$ cat src/hw/rtl/tla_pkg.sv
// Shared types and constants for the text line assembler.
// No dependencies; imported by the store, the top level and the checker.
`timescale 1ns / 1ps

package tla_pkg;

   localparam logic [7:0] CHAR_LF  = 8'h0A;
   localparam logic [7:0] CHAR_CR  = 8'h0D;
   localparam logic [7:0] PRINT_LO = 8'h20;
   localparam logic [7:0] PRINT_HI = 8'h7E;

   localparam logic STATUS_READY    = 1'b0;
   localparam logic STATUS_TOO_LONG = 1'b1;

   localparam logic [8:0] MAX_OUT_LEN_RESET = 9'd64;

   typedef enum logic [1:0] {
      ST_IDLE,
      ST_READ,
      ST_CHAR,
      ST_LONE
   } state_type;

   typedef struct packed {
      logic wr_en;
      logic rd_en;
   } store_ctl_type;

endpackage

$ cat src/hw/rtl/tla_store.sv
// Line store: single-port-write, registered-read character memory.
// Depends on tla_pkg for the control struct.
`timescale 1ns / 1ps

module tla_store
   import tla_pkg::*;
#(
   parameter int unsigned DEPTH = 64
) (
   input  logic                     clock,
   input  store_ctl_type            ctl,
   input  logic [$clog2(DEPTH)-1:0] wr_addr,
   input  logic [6:0]               wr_data,
   input  logic [$clog2(DEPTH)-1:0] rd_addr,
   output logic [6:0]               rd_data
);

   logic [6:0] mem [DEPTH];
   logic [6:0] rd_data_ff;

   always_ff @(posedge clock) begin
      if (ctl.wr_en) begin
         mem[wr_addr] <= wr_data;
      end
   end

   always_ff @(posedge clock) begin
      if (ctl.rd_en) begin
         rd_data_ff <= mem[rd_addr];
      end
   end

   assign rd_data = rd_data_ff;

endmodule

$ cat src/hw/rtl/text_line_assembler.sv
// Text line assembler: collects printable bytes into a line and replays the line
// on a terminator. Request bytes are accepted only while idle, not during a replay.
// Each character of a replay is first read from the single registered read port of
// the line store (ST_READ), then shown (ST_CHAR). A too-long or cut-to-nothing
// result is a single item without a character. Synchronous reset returns to idle,
// clears the length, the overflow flag and sets max_out_len to 64; the store itself is not cleared.
`timescale 1ns / 1ps

module text_line_assembler
   import tla_pkg::*;
#(
   parameter int unsigned LINE_CAPACITY = 64
) (
   input  logic       clock,
   input  logic       reset,
   input  logic       req_tvalid,
   output logic       req_tready,
   input  logic [7:0] req_tdata,   // [7:0] rx_byte
   output logic       rsp_tvalid,
   input  logic       rsp_tready,
   output logic [7:0] rsp_tdata,   // [6:0] line_char, [7] zero
   output logic [1:0] rsp_tuser,   // [0] line_status, [1] char_valid
   output logic       rsp_tlast,
   input  logic       csr_valid,
   output logic       csr_ready,
   input  logic [8:0] csr_data     // [8:0] max_out_len
);

   localparam int unsigned LW = $clog2(LINE_CAPACITY);
   localparam logic [LW:0] CAP_W = LINE_CAPACITY[LW:0];

   state_type     state_ff, state_in;
   logic [LW-1:0] len_ff, len_in;
   logic [LW-1:0] cnt_ff, cnt_in;
   logic [LW-1:0] idx_ff, idx_in;
   logic          ovf_ff, ovf_in;
   logic          status_ff, status_in;
   logic [8:0]    max_ff;

   store_ctl_type store_ctl;
   logic [6:0]    rd_data;

   logic          is_term;
   logic          is_print;
   logic          full;
   logic [8:0]    limit;
   logic [8:0]    len_wide;
   logic [8:0]    n_wide;
   logic [LW-1:0] n_line;
   logic          at_last;

   assign csr_ready = 1'b1;

   always_comb begin
      is_term  = (req_tdata == CHAR_LF) || (req_tdata == CHAR_CR);
      is_print = req_tdata inside {[PRINT_LO:PRINT_HI]};
      full     = ({1'b0, len_ff} + {{LW{1'b0}}, 1'b1}) >= CAP_W;
      limit    = (max_ff == 9'd0) ? 9'd0 : max_ff - 9'd1;
      len_wide = 9'(len_ff);
      n_wide   = (len_wide < limit) ? len_wide : limit;
      n_line   = n_wide[LW-1:0];
      at_last  = (idx_ff == (cnt_ff - {{(LW-1){1'b0}}, 1'b1}));
   end

   // next state
   always_comb begin
      state_in = state_ff;
      case (state_ff)
         ST_IDLE: begin
            if (req_tvalid && is_term) begin
               if (ovf_ff) begin
                  state_in = ST_LONE;
               end else if (len_ff != '0) begin
                  state_in = (n_line == '0) ? ST_LONE : ST_READ;
               end
            end
         end
         ST_READ: state_in = ST_CHAR;
         ST_CHAR: begin
            if (rsp_tready) begin
               state_in = at_last ? ST_IDLE : ST_READ;
            end
         end
         ST_LONE: begin
            if (rsp_tready) begin
               state_in = ST_IDLE;
            end
         end
         default: state_in = ST_IDLE;
      endcase
   end

   // datapath and outputs
   always_comb begin
      len_in          = len_ff;
      cnt_in          = cnt_ff;
      idx_in          = idx_ff;
      ovf_in          = ovf_ff;
      status_in       = status_ff;
      store_ctl.wr_en = 1'b0;
      store_ctl.rd_en = 1'b0;
      req_tready      = 1'b0;
      rsp_tvalid      = 1'b0;
      rsp_tdata       = 8'd0;
      rsp_tuser       = {1'b0, status_ff};
      rsp_tlast       = 1'b0;
      case (state_ff)
         ST_IDLE: begin
            req_tready = 1'b1;
            if (req_tvalid) begin
               if (is_term) begin
                  if (ovf_ff) begin
                     ovf_in    = 1'b0;
                     len_in    = '0;
                     status_in = STATUS_TOO_LONG;
                  end else if (len_ff != '0) begin
                     len_in    = '0;
                     status_in = STATUS_READY;
                     cnt_in    = n_line;
                     idx_in    = '0;
                  end
               end else if (is_print) begin
                  if (full) begin
                     ovf_in = 1'b1;
                  end else begin
                     store_ctl.wr_en = 1'b1;
                     len_in          = len_ff + {{(LW-1){1'b0}}, 1'b1};
                  end
               end
            end
         end
         ST_READ: begin
            store_ctl.rd_en = 1'b1;
         end
         ST_CHAR: begin
            rsp_tvalid = 1'b1;
            rsp_tdata  = {1'b0, rd_data};
            rsp_tuser  = {1'b1, STATUS_READY};
            rsp_tlast  = at_last;
            if (rsp_tready) begin
               idx_in = idx_ff + {{(LW-1){1'b0}}, 1'b1};
            end
         end
         ST_LONE: begin
            rsp_tvalid = 1'b1;
            rsp_tuser  = {1'b0, status_ff};
            rsp_tlast  = 1'b1;
         end
         default: begin
            req_tready = 1'b0;
         end
      endcase
   end

   always_ff @(posedge clock) begin
      if (reset) begin
         state_ff <= ST_IDLE;
         len_ff   <= '0;
         ovf_ff   <= 1'b0;
         max_ff   <= MAX_OUT_LEN_RESET;
      end else begin
         state_ff <= state_in;
         len_ff   <= len_in;
         ovf_ff   <= ovf_in;
         if (csr_valid && csr_ready) begin
            max_ff <= csr_data;
         end
      end
   end

   always_ff @(posedge clock) begin
      cnt_ff    <= cnt_in;
      idx_ff    <= idx_in;
      status_ff <= status_in;
   end

   tla_store #(
      .DEPTH (LINE_CAPACITY)
   ) u_store (
      .clock   (clock),
      .ctl     (store_ctl),
      .wr_addr (len_ff),
      .wr_data (req_tdata[6:0]),
      .rd_addr (idx_ff),
      .rd_data (rd_data)
   );

endmodule

$ cat config.mk
export PLATFORM = sky130hd
export DESIGN_NAME = text_line_assembler
export DESIGN_NICKNAME = d
export VERILOG_FILES = /design/src/hw/rtl/tla_pkg.sv /design/src/hw/rtl/tla_store.sv /design/src/hw/rtl/text_line_assembler.sv
export SDC_FILE = /design/constraint.sdc
export NUM_CORES = 1
export LEC_CHECK = 0
export BUFFER_PORTS_ARGS = -buffer_cell sky130_fd_sc_hd__buf_2
export CAP_MARGIN = 10
export CORE_UTILIZATION = 67
export CTS_CLUSTER_DIAMETER = 50
export DETAILED_ROUTE_END_ITERATION = 10
export GPL_TIMING_DRIVEN = 0
export PLACE_DENSITY = 0.83
export SLEW_MARGIN = 40
export SYNTH_ARGS = -nofsm -noshare
export SYNTH_HDL_FRONTEND = slang
export SYNTH_SLANG_ARGS = --single-unit
$ cat constraint.sdc
create_clock -name clock -period 8.32 [get_ports clock]
set_input_delay 1.248 -clock clock [delete_from_list [all_inputs] [get_ports clock]]
set_output_delay 1.248 -clock clock [all_outputs]
set_load 0.03 [all_outputs]
# Word level (Yosys, flattened, before mapping)
# Memories as Yosys holds them, arrays and structs flattened. A register that Yosys moved wholly into a read port is not among the register bits.
# Cells that the tools add are included.
# Widths: inputs -> output; s select.
# op_classes
n_addsub	5
magnitude_cmp	4
eq_ne	16
mux	37
bitwise_logic	1
reduce_logical	18
# ops
cell	count
$mux 6	10
$eq 8x4->1 const B	2
$ne 2x2->1 const B	8
$mux 1	15
$mux 2	7
$add 6x1->6 const B	2
$pmux 6 s2	1
$reduce_and 4->1	3
$reduce_and 5->1	2
$logic_not 9->1	1
$lt 6x9->1	1
$mux 9	1
$sub 9x1->9 const B	1
$ge 8x6->1 const B	1
$le 8x7->1 const B	1
$pmux 2 s4	1
$reduce_bool 2->1	4
$add 6x1->7 const B	1
$ge 7x7->1 const B	1
$mux 7	1
$eq 6x6->1	1
$logic_not 6->1	1
$reduce_and 6->1	1
$reduce_bool 6->1	1
other kinds (11)	13
# totals
ff_bits	31
ram_bits	448
input_bits	22
output_inout_bits	14
n_memories	1
# memory_table
name	words	width	read_ports	rd_ports_with_merged_regs	write_ports	line	rtl
u_store.mem	64	7	1	1	1	tla_store.sv:18	logic [6:0] mem [DEPTH];

# Depth between registers and ports, before layout
# logic_depth
depth_word	10
ltp_mapped	15

# Hierarchy
# A second synthesis with hierarchy kept.
# hier_totals
cells_unflattened	1061
hier_area_um2	19861.5
# by_module_without_submodules
mod	instances	cells_per_inst	area_each_um2	seq_area_each_um2
tla_store	1	827	17705.7	13663.1
text_line_assembler	1	234	2155.8	750.7

# Least setup slack after synthesis
# No wires, ideal clock.
# synth_path
path_kind	reg-to-output
start	register idx_ff[1]
end	output rsp_tlast
t_arrival_ns	1.920
required_ns	7.072
slack_ns	5.152
path_stages_with_launch	8
path_buffers	3
path_cell_list	edfxtp_1 clkbuf_1 clkbuf_1 buf_2 xnor2_1 nor3_1 a41oi_1 nor2b_1
# synth_between
elab_chain_cells	2
# synth_lines
item	line	rtl
from (decl)	text_line_assembler.sv:35	logic [LW-1:0] idx_ff, idx_in;
from (signal assigned)	text_line_assembler.sv:173	idx_ff <= idx_in;
$eq 6x6->1	text_line_assembler.sv:62	at_last = (idx_ff == (cnt_ff - {{(LW-1){1'b0}}, 1'b1}));
$pmux 1 s2	text_line_assembler.sv:107	case (state_ff)
to (decl)	text_line_assembler.sv:23	output logic rsp_tlast,
# Every way passes these cells.

# Final worst setup path
# Ends and elaborated chain as after synthesis.

==> results <==
- The flow ran to the end, and the final reports show no timing, DRC or antenna violations.
- The destination of the worst hold path is status_ff.
- Ranked by total cell area, the synthesized netlist is headed by sky130_fd_sc_hd__edfxtp_1, sky130_fd_sc_hd__mux4_2, sky130_fd_sc_hd__dfxtp_1, sky130_fd_sc_hd__nor2_1, sky130_fd_sc_hd__ha_1.
- For this run, the total global-route usage over all layers was measured as 31.6%.
- Static timing analysis puts the maximum clock frequency at 0.223 GHz.
- The leakage component of the power is 6.92 nW.
- The tool flagged a number of max-cap violations equal to 0.
- Walking the worst path, the cells encountered are clkbuf_1 -> clkbuf_1 -> buf_2 -> xnor2_1 -> nor3_1 -> a41oi_1 -> nor2b_1 -> buf_2.
- Entering global routing, the biggest net connects 69 pins.
- The number of antenna diodes in the final layout is 0.
- The hold-critical path depth is 0.
- Dividing the detail-routed wire length by the instance count gives 30.9 um.
- The critical path is of the flip-flop to output pin type.
- The final-stage net count is 1,106.
- The area of the core is 28,800 um2.
- The final number of hold-violating endpoints was 0.
- The max-slew violation count was 0.
- In the detailed route, the total length drawn on met3 is 4.95 mm.
- Data arrives at the worst endpoint at 3230 ps.
- Of all cell types, the one taking the most synthesized area is sky130_fd_sc_hd__edfxtp_1.
- Port buffering added 31 buffers.
- The power density over the cells is 222 nW/um2.
- The measured slew at the worst slew-check pin is 872 ps.
- The routed design could run at a clock period as short as 4480 ps.
- The worst hold path begins at ovf_ff.
- In the synthesized netlist, the number of instances is 991.
- The I/O pin total is 36.
- The clock sink count is 486.
- The number of nets in the synthesized netlist is 1,024.
- Counting along the longest clock path gives a buffer depth of 3.
- Dividing the final minimum period by the clock period gives 53.8%.
- The worst register-to-register path has a setup slack of 4630 ps.
- The post-synthesis async set-or-reset flop share is 0%.
- The H-tree level count is 2.
- The top cell type by area accounts for 71.5% of the synthesized area.
- The vertical die dimension is 173 um.
- Clock tree synthesis selected as its root buffer the cell sky130_fd_sc_hd__clkbuf_16.
- In this run, the clock network consumes 42.1% of the power.
- Averaged over all synthesized cells, the footprint is 19.8 um2.
- The count of final setup violators is 0.
- Combinational logic burns 2.3% of the power.
- The final clock skew is 13.9 ps.
- The number of antenna violations at the first check in global routing is 0.
- The number of placed instances, taps included, is 1,408.
- For this run, the number of standard cells in the final layout without fillers is 1,493.
- The number of buffers inserted by hold repair at cts is 0.
- The total overflow reported by the global router is 0.
- Relative to the synthesized area, the layout overhead comes to 10.9%.
- The first global-routing pass estimated 67.7 mm of wire.
- The smallest hold slack is 546 ps.
- Setup repair after global routing left no endpoint under its margin.
- IR analysis of the VDD net gives a maximum drop of 0.177 mV.
- Buffers added to address setup during post-CTS repair amount to 0.
- The cell with the largest stage delay on the worst path is sky130_fd_sc_hd__clkbuf_1.
- The placement row count is 62.
- The remaining routing DRC violations is 0.
- The number of filler instances in the final layout is 1,500.
- The delay of the slowest cell on the worst path is 510 ps.
- Summing every instance area after synthesis gives 19,700 um2.
- Wires add up to 46.1 mm.
- The worst hold path belongs to the class flip-flop to flip-flop.
- The highest layer touched by signal routing is met4.
- The via count of the first global-routing pass is 10,500.
- The final antenna-violating net count is 0.
- In this run the tightest slew margin relative to its limit is 41.9%.
- The number of synthesized flops with an enable pin is 468.
- The floorplan step defined a die boundary enclosing 30,000 um2.
- The startpoint identified for the worst register-to-register timing path is max_ff[0].
- The number of gates resized after cts is 0.
- The switching power share of the total is 19.6%.
- After clock tree synthesis, the clock-pin slew on the worst setup and hold paths is 60 ps.
- Cell internal power was estimated by the tool at 0.00389 W.
- The wire-length estimate of the detail-placed layout is 27.4 mm.
- The largest fanout of any net on the critical path is 10.
- In the layout the commonest cells are sky130_fd_sc_hd__edfxtp_1, sky130_fd_sc_hd__mux4_2, sky130_fd_sc_hd__nor2_1.
- At the end of routability-driven placement, the weighted congestion stood at 0.869.
- Synthesis inferred 486 register bits.
- Across all layers, the routed design uses 10,600 vias.
- Measured along the x axis, the die boundary spans 173 um.
- After the first detailed-routing iteration, the DRC count stood at 1,564.
- In the detailed route, the total length drawn on met2 is 22.1 mm.
- The capturing point of the worst reg2reg path is cnt_ff[1].
- The later-pin clock latency in the skew report is 550 ps.
- The library cell used most frequently in the layout, excluding fill and tap cells, is sky130_fd_sc_hd__edfxtp_1.
- The synthesized netlist contains 55 unique library cells.
- The critical path required time is 7070 ps.
- The starting density of the core is 68.3%.
- The routed metal-1 wire length is 17.0 mm.
- STA classifies the critical path endpoint as an output pin.
- Sequential cells were found to cover 73.3% of the synthesized design area.
- The share of final-layout standard cells stronger than drive strength 1 is 24.3%.
- Adding up every negative setup slack in the final design gives 0 ps.
- The share of total power dissipated in sequential elements is 55.6%.
- The most used flip-flop cell after synthesis is sky130_fd_sc_hd__edfxtp_1.
- The length in cells of the worst reg-to-reg path is 13.
- The analysis attributes to net switching a power of 0.000950 W.
- The detailed-route vias per instance is 7.12.
- The Yosys step of the flow raised 0 warnings.
- Buffers inserted during clock tree synthesis total 47.
- The kind of start point of the critical path is a flip-flop.
- The first detailed-routing pass ran for 6 iterations.
- TritonCTS built the clock tree.
[cells in the mapped netlist (3+ instances only)]
cell type	count
sky130_fd_sc_hd__nor3b_1	4
sky130_fd_sc_hd__or2_2	3
sky130_fd_sc_hd__inv_1	13
sky130_fd_sc_hd__buf_6	6
sky130_fd_sc_hd__nand3_1	14
sky130_fd_sc_hd__a21oi_1	5
sky130_fd_sc_hd__ha_1	11
sky130_fd_sc_hd__nor3_1	13
sky130_fd_sc_hd__o211ai_1	3
sky130_fd_sc_hd__mux4_2	140
sky130_fd_sc_hd__nand4_1	4
sky130_fd_sc_hd__mux2i_1	9
sky130_fd_sc_hd__nand2_1	27
sky130_fd_sc_hd__buf_1	7
sky130_fd_sc_hd__clkbuf_1	31
sky130_fd_sc_hd__buf_2	10
sky130_fd_sc_hd__o21ai_0	9
sky130_fd_sc_hd__nor4b_1	3
sky130_fd_sc_hd__o31ai_1	3
sky130_fd_sc_hd__edfxtp_1	468
sky130_fd_sc_hd__nand4b_1	3
sky130_fd_sc_hd__xnor2_1	13
sky130_fd_sc_hd__nand3b_1	4
sky130_fd_sc_hd__nor2_1	93
sky130_fd_sc_hd__nor2b_1	8
sky130_fd_sc_hd__o22ai_1	3
sky130_fd_sc_hd__xor2_1	5
sky130_fd_sc_hd__a22oi_1	15
sky130_fd_sc_hd__and2_1	11
sky130_fd_sc_hd__dfxtp_1	18
[layer usage]
metal  global-route usage, %  vias to the layer above
li1                        -                     4230
met1                    44.7                     5377
met2                    49.6                      861
met3                    6.12                      165
met4                    12.9                        0
met5                       0                        -
[worst max-delay path by stage]
stage                 start            endpoint  cells after the start
6_report          idx_ff[1]           rsp_tlast                      8
5_1_grt           idx_ff[1]           rsp_tlast                      8
4_1_cts           idx_ff[1]           rsp_tlast                      8
3_5_place_dp   req_tdata[6]  u_store.mem[49][3]                      5
3_3_place_gp   req_tdata[6]  u_store.mem[49][3]                      5
2_1_floorplan     idx_ff[1]           rsp_tlast                      7
[power groups by stage]
stage                     Sequential [W]  Combinational [W]  Clock (W)
after floorplan                  0.00274          0.0000481          0
after global placement           0.00274          0.0000996          0
final                            0.00269           0.000110    0.00204
after global routing             0.00269           0.000117    0.00213
after CTS                        0.00269           0.000108    0.00204
after detailed placement         0.00274           0.000106          0
[area by class of cell]
class	count	area, um2	share of cell area, %
Tap cell	384	480	2.20
Inverter	13	48.8	0.224
Multi-Input combinational cell	436	4940	22.6
Clock buffer	64	1280	5.88
Clock inverter	21	178	0.815
Timing Repair Buffer	33	188	0.861
Sequential cell	486	14400	66.1
Buffer	56	282	1.29
[flip-flops by register name (all words and copies together), names as in the netlist]
| signal | count |
|---|---|
| idx_ff | 6 |
| max_ff | 9 |
| u_store.rd_data | 7 |
| status_ff | 1 |
| u_store.mem | 448 |
| len_ff | 6 |
| state_ff | 2 |
| cnt_ff | 6 |
| ovf_ff | 1 |
[worst max-delay path: cells and delay by family, from the launching register on]
kind                   cells  cell delay, ps
buffers and inverters      4            1470
flip-flops                 1             370
AND/OR/NAND/NOR            2             440
AO/OA/AOI/OAI              1             270
XOR/XNOR                   1             150
[cells by family after synthesis]
| kind of cell | after synthesis | synth area share [%] |
|---|---|---|
| compound gates | 57 | 2.09 |
| xor+xnor | 18 | 0.802 |
| fa+ha+maj | 11 | 0.700 |
| buf+inv | 69 | 1.65 |
| flops | 486 | 73.3 |
| mux | 150 | 16.5 |
| other cells | 2 | 0.0382 |
| simple gates | 198 | 4.89 |
[through the flow]
stage	cell area, um2	utilization, %	setup WS (ps)	power, W
2_1_floorplan	19700	-	5150	0.00279
3_3_place_gp	20300	70.5	3900	0.00284
3_5_place_dp	20300	70.7	4160	0.00285
4_1_cts	21800	75.7	3940	0.00484
5_1_grt	21800	75.8	3820	0.00493
6_report	21800	75.8	3840	0.00483
Power figures use the tool's default switching activity.
